==> src/design/plrs_pkg.sv <==
// Package for the pooled LCG random source.
// Holds the request codes, arithmetic constants and the shared-unit control types.
// No dependencies.
`default_nettype none

package plrs_pkg;

   localparam int DEFAULT_POOL_DEPTH = 256;

   // Request operation codes.
   localparam logic [1:0] OP_DRAW31 = 2'd0;
   localparam logic [1:0] OP_FRAC   = 2'd1;
   localparam logic [1:0] OP_WORD   = 2'd2;

   // First-use cubic offsets and the LCG step.
   localparam logic [31:0] CUBE_OFS_A = 32'd115;
   localparam logic [31:0] CUBE_OFS_B = 32'd123;
   localparam logic [31:0] CUBE_OFS_C = 32'd17;
   localparam logic [31:0] LCG_MULT   = 32'd1103515245;
   localparam logic [31:0] LCG_INC    = 32'd12345;

   localparam int FRAC_SHIFT = 8;
   localparam int WORD_SHIFT = 15;

   // Shared arithmetic unit modes.
   typedef logic [1:0] alu_mode_type;
   localparam alu_mode_type ALU_HOLD = 2'd0;
   localparam alu_mode_type ALU_MUL  = 2'd1;
   localparam alu_mode_type ALU_ADD  = 2'd2;

   typedef struct packed {
      alu_mode_type mode;
      logic [31:0]  opa;
      logic [31:0]  opb;
   } alu_req_type;

endpackage

`default_nettype wire

==> src/design/plrs_alu.sv <==
// Shared 32-bit multiply/add unit with its accumulator register.
// Depends on plrs_pkg for the request struct and mode codes.
`default_nettype none

module plrs_alu import plrs_pkg::*; (
   input  wire logic        clock,
   input  wire alu_req_type alu_req,
   output logic [31:0]      acc
);

   logic [31:0] acc_ff;
   logic [31:0] acc_in;

   // All arithmetic wraps modulo 2^32, so only the low product word is kept.
   always_comb begin
      case (alu_req.mode)
         ALU_MUL: acc_in = 32'(alu_req.opa * alu_req.opb);
         ALU_ADD: acc_in = alu_req.opa + alu_req.opb;
         default: acc_in = acc_ff;
      endcase
   end

   always_ff @(posedge clock) begin
      acc_ff <= acc_in;
   end

   assign acc = acc_ff;

endmodule

`default_nettype wire

==> config.mk <==
export PLATFORM = sky130hd
export DESIGN_NAME = plrs_alu
export DESIGN_NICKNAME = d
export VERILOG_FILES = /design/src/design/plrs_pkg.sv /design/src/design/plrs_alu.sv
export SDC_FILE = /design/constraint.sdc
export NUM_CORES = 1
export LEC_CHECK = 0
export BUFFER_PORTS_ARGS = -buffer_cell sky130_fd_sc_hd__buf_2
export CAP_MARGIN = 10
export CORE_MARGIN = 5
export CORE_UTILIZATION = 40
export CTS_CLUSTER_DIAMETER = 120
export DETAILED_ROUTE_END_ITERATION = 12
export HOLD_SLACK_MARGIN = 0.05
export PLACE_DENSITY = 0.65
export SETUP_SLACK_MARGIN = 0.1
export SKIP_CTS_REPAIR_TIMING = 1
export SYNTH_ARGS = -nofsm -noshare
export SYNTH_HDL_FRONTEND = slang
export SYNTH_SLANG_ARGS = --single-unit
export TNS_END_PERCENT = 100
==> constraint.sdc <==
create_clock -name clock -period 8 [get_ports clock]
set_clock_uncertainty 0.1 [all_clocks]
set_input_delay 0.4 -clock clock [delete_from_list [all_inputs] [get_ports clock]]
set_output_delay 0.4 -clock clock [all_outputs]
set_load 0.005 [all_outputs]
==> Word level (Yosys, flattened, before mapping) <==
Index checks and enable logic that the tools add are counted.
{ "word_totals": {"register_bits": 32, "in_bits": 67, "output_inout_bits": 32, "elab_cells": 7} }
{ "classes": {"addsub": 1, "multipliers": 1, "eq_ne": 2, "n_mux": 1, "reduce_logical": 1} }
{ "op_table": {"columns": ["op", "n"], "rows": [
  ["case mux 32 bit (2 select lines)", 1],
  ["adder 32 bit", 1],
  ["multiplier 32 x 32 -> 32 bit", 1],
  ["== test 2 x 1 -> 1 bit (second input constant)", 1],
  ["== test 2 bit (second input constant)", 1],
  ["nonzero test 2 bit", 1]
]} }

==> Longest topological paths before layout <==
{ "logic_depth": {"ltp_word": 2, "ltp_mapped": 28, "mapped_depth_nobuf": 26} }

==> Worst setup path after synthesis <==
OpenSTA, ideal clock, no wires.
{ "synth_timing": {"path_kind": "input -> register", "from": "input port alu_req[2] (netlist name)", "to": "register acc_ff[31], in the netlist acc[31], data pin", "setup_ps": 270, "arrival_ps": 6580, "required_ps": 7630, "slack_ps": 1051, "path_stages": 25, "path_buffers": 1, "path_cell_list": "clkbuf_1 > and2_1 > fa_1 > inv_1 > fa_1 > fa_1 > fa_1 > inv_1 > fa_1 > inv_1 > fa_1 > inv_1 > fa_1 > fa_1 > ha_1 > inv_1 > a221oi_1 > nand3_1 > o21ai_0 > a31oi_1 > a21oi_1 > nand3_1 > nand2_1 > xnor2_1 > mux2i_1"} }
{ "synth_between": {"elab_chain_cells": 2, "elab_cells_between_ends": 3, "classes_between": "1 x add/sub; 1 x mul; 1 x mux"} }
{ "synth_lines": {"columns": ["element", "line", "rtl"], "rows": [
  ["from (decl)", "plrs_alu.sv:7", "input wire alu_req_type alu_req,"],
  ["multiplier 32 x 32 -> 32 bit or adder 32 bit (tied branches)", "plrs_alu.sv:17, plrs_alu.sv:18", null],
  ["case mux 32 bit (2 select lines) *", "plrs_alu.sv:16", "case (alu_req.mode)"],
  ["named net acc_in[31]", "plrs_alu.sv:12", "logic [31:0] acc_in;"],
  ["to (signal assigned)", "plrs_alu.sv:24", "acc_ff <= acc_in;"],
  ["to (decl)", "plrs_alu.sv:11", "logic [31:0] acc_ff;"]
]} }
The timed path passes the listed nets; every way through them passes the cells marked *.
A chain may end at the register's enable or synchronous reset.

==> Final worst setup path <==
Ends and elaborated chain as after synthesis.

==> flow_summary.json <==
{
  "status": "completed",
  "timing.final.crit_share": 0.928,
  "port_buffers": 98,
  "vias_per_cell": 5.24,
  "cts.sinks": 32,
  "firstDrtPassIters": 7,
  "cts_root_buffer": "clkbuf_16",
  "rsz0062_at_grt": "no",
  "crit_path_top_delay_cell": "fa_1",
  "rows": 78,
  "ys.flop_type": "edfxtp_1",
  "place_area_um2": 19400,
  "finalSetupViolations": 0,
  "cp_data_required_time_ns": 7.91,
  "layout.nets": 2661,
  "async_reset_ff_frac": 0,
  "max_freq_ghz": 0.135,
  "whs_ns": 0.590,
  "die_h_um": 224,
  "max_cap_viol_count": 0,
  "ys_seq_area_frac": 0.0526,
  "syn_inst": 1985,
  "grt_start_max_net_pins": 46,
  "gp_congestion": 0.907,
  "worst_pin_slew_ns": 0.765,
  "path_clk_slew_ns": 0.05,
  "grt-ovfl-total": 0,
  "cp-start-kind": "primary input",
  "cp.arrival_ns": 7.34,
  "core_um2": 45300,
  "layout_commonest_cell": "fa_1",
  "drt_iter0_markers": 880,
  "final_cell_mix": "fa_1 (409), inv_1 (390), and2_1 (303)",
  "area_growth_pct": 7.19,
  "end_kind": "register",
  "initial_core_util": 0.404,
  "hp-class": "in -> reg",
  "synth_edf_count": 32,
  "post-route-drc-count": 0,
  "dieArea_um2": 50100,
  "synth_nets": 2616,
  "antenna_left": 0,
  "die_x_um": 224,
  "post_drt_wl_per_cell_um": 20.6,
  "largest_reg_flops": 32,
  "synth_area_um2": 18300,
  "antenna_found_initial": 3,
  "worstHoldStart": "alu_req[31]",
  "cts_inserted_buffers": 5,
  "synth.avg_cell_area_um2": 9.21,
  "synth_warnings": 0,
  "ios": 99,
  "fin_tns_setup_ns": 0,
  "path_max_fanout": 20,
  "clock_path_buffers": 2,
  "vias": 13800,
  "cp_top_family": "adder cells",
  "max_stage_delay_ns": 0.55,
  "crit_top_cell": "fa_1",
  "critical_path_class": "in -> reg",
  "hold_viol": 0,
  "fin_area_um2": 19600,
  "grt_pass1_wl_um": 86300,
  "track_usage": 0.221,
  "hold_depth": 4,
  "slew_headroom": 0.490,
  "routed_wl_um": 54300,
  "slew_viol_final": 0,
  "utilization": 0.433,
  "cts_max_level": 2,
  "dp_hpwl_um": 44900,
  "first_global_vias": 15100,
  "whs_endpoint": "acc[31]",
  "critical_path_buf_inv_count": 6,
  "ys_seq_elements": 32,
  "cts_tree": "built",
  "ys_types": 54,
  "period_minus_slack_ns": 7.43,
  "drive_above_1_share": 0.0729
}
kinds of logic after synthesis:
| family | Yosys count | synth area share |
|---|---|---|
| xor+xnor | 112 | 0.0537 |
| simple gates | 620 | 0.174 |
| flops | 32 | 0.0526 |
| buf+inv | 476 | 0.0978 |
| compound gates | 175 | 0.0641 |
| fa+ha+maj | 564 | 0.554 |
| mux | 6 | 0.00342 |
area by class of cell:
class	instances	area, um2
Inverter	390	1460
Clock buffer	6	129
Sequential cell	32	961
Timing Repair Buffer	124	718
Multi-Input combinational cell	1477	15500
Clock inverter	2	35.0
Tap cell	600	751
Antenna cell	2	5.00
Fill cell	4455	25700
routing by layer:
layer,share of wire,track usage,wire length (um)
met2,0.51,0.388,27500
met4,0.035,0.0672,1920
met1,0.40,0.292,21900
met5,0,0,0
met3,0.057,0.0208,3070
Yosys cell counts, drive strengths merged, types with 12 or more instances:
master | count | area [um2]
inv | 390 | 1460
edfxtp | 32 | 961
a21oi | 52 | 275
nor2 | 30 | 113
and2 | 303 | 1900
nand2 | 243 | 912
clkbuf | 83 | 312
xnor2 | 78 | 683
a21o | 20 | 150
ha | 155 | 1940
fa | 409 | 8190
nor3 | 12 | 60.1
xor2 | 34 | 298
o21ai | 41 | 213
metrics by stage:
stage          cells  setup WS, ns
2_1_floorplan   1985          1.05
3_3_place_gp    2622         0.409
3_5_place_dp    2622         0.315
4_1_cts         2630         0.585
5_1_grt         2632         0.204
6_report        2633         0.572
how the worst max path moves through the flow:
stage,slack [ns],to,cells after the start,startpoint
after floorplan,1.05,acc[31],25,alu_req[2]
final,0.57,acc[31],25,alu_req[2]
after detailed placement,0.31,acc[31],25,alu_req[2]
after global placement,0.41,acc[31],25,alu_req[2]
after global routing,0.20,acc[31],25,alu_req[3]
after CTS,0.58,acc[31],25,alu_req[2]
worst min-delay path, cell delays in order:
cell	delay, ns
buf_2	0.11
xor2_1	0.08
xnor2_1	0.14
mux2i_1	0.07
Power is left out: the tool's default activity adds up to more than one toggle a clock period on the data nets, which glitch-free logic cannot reach.
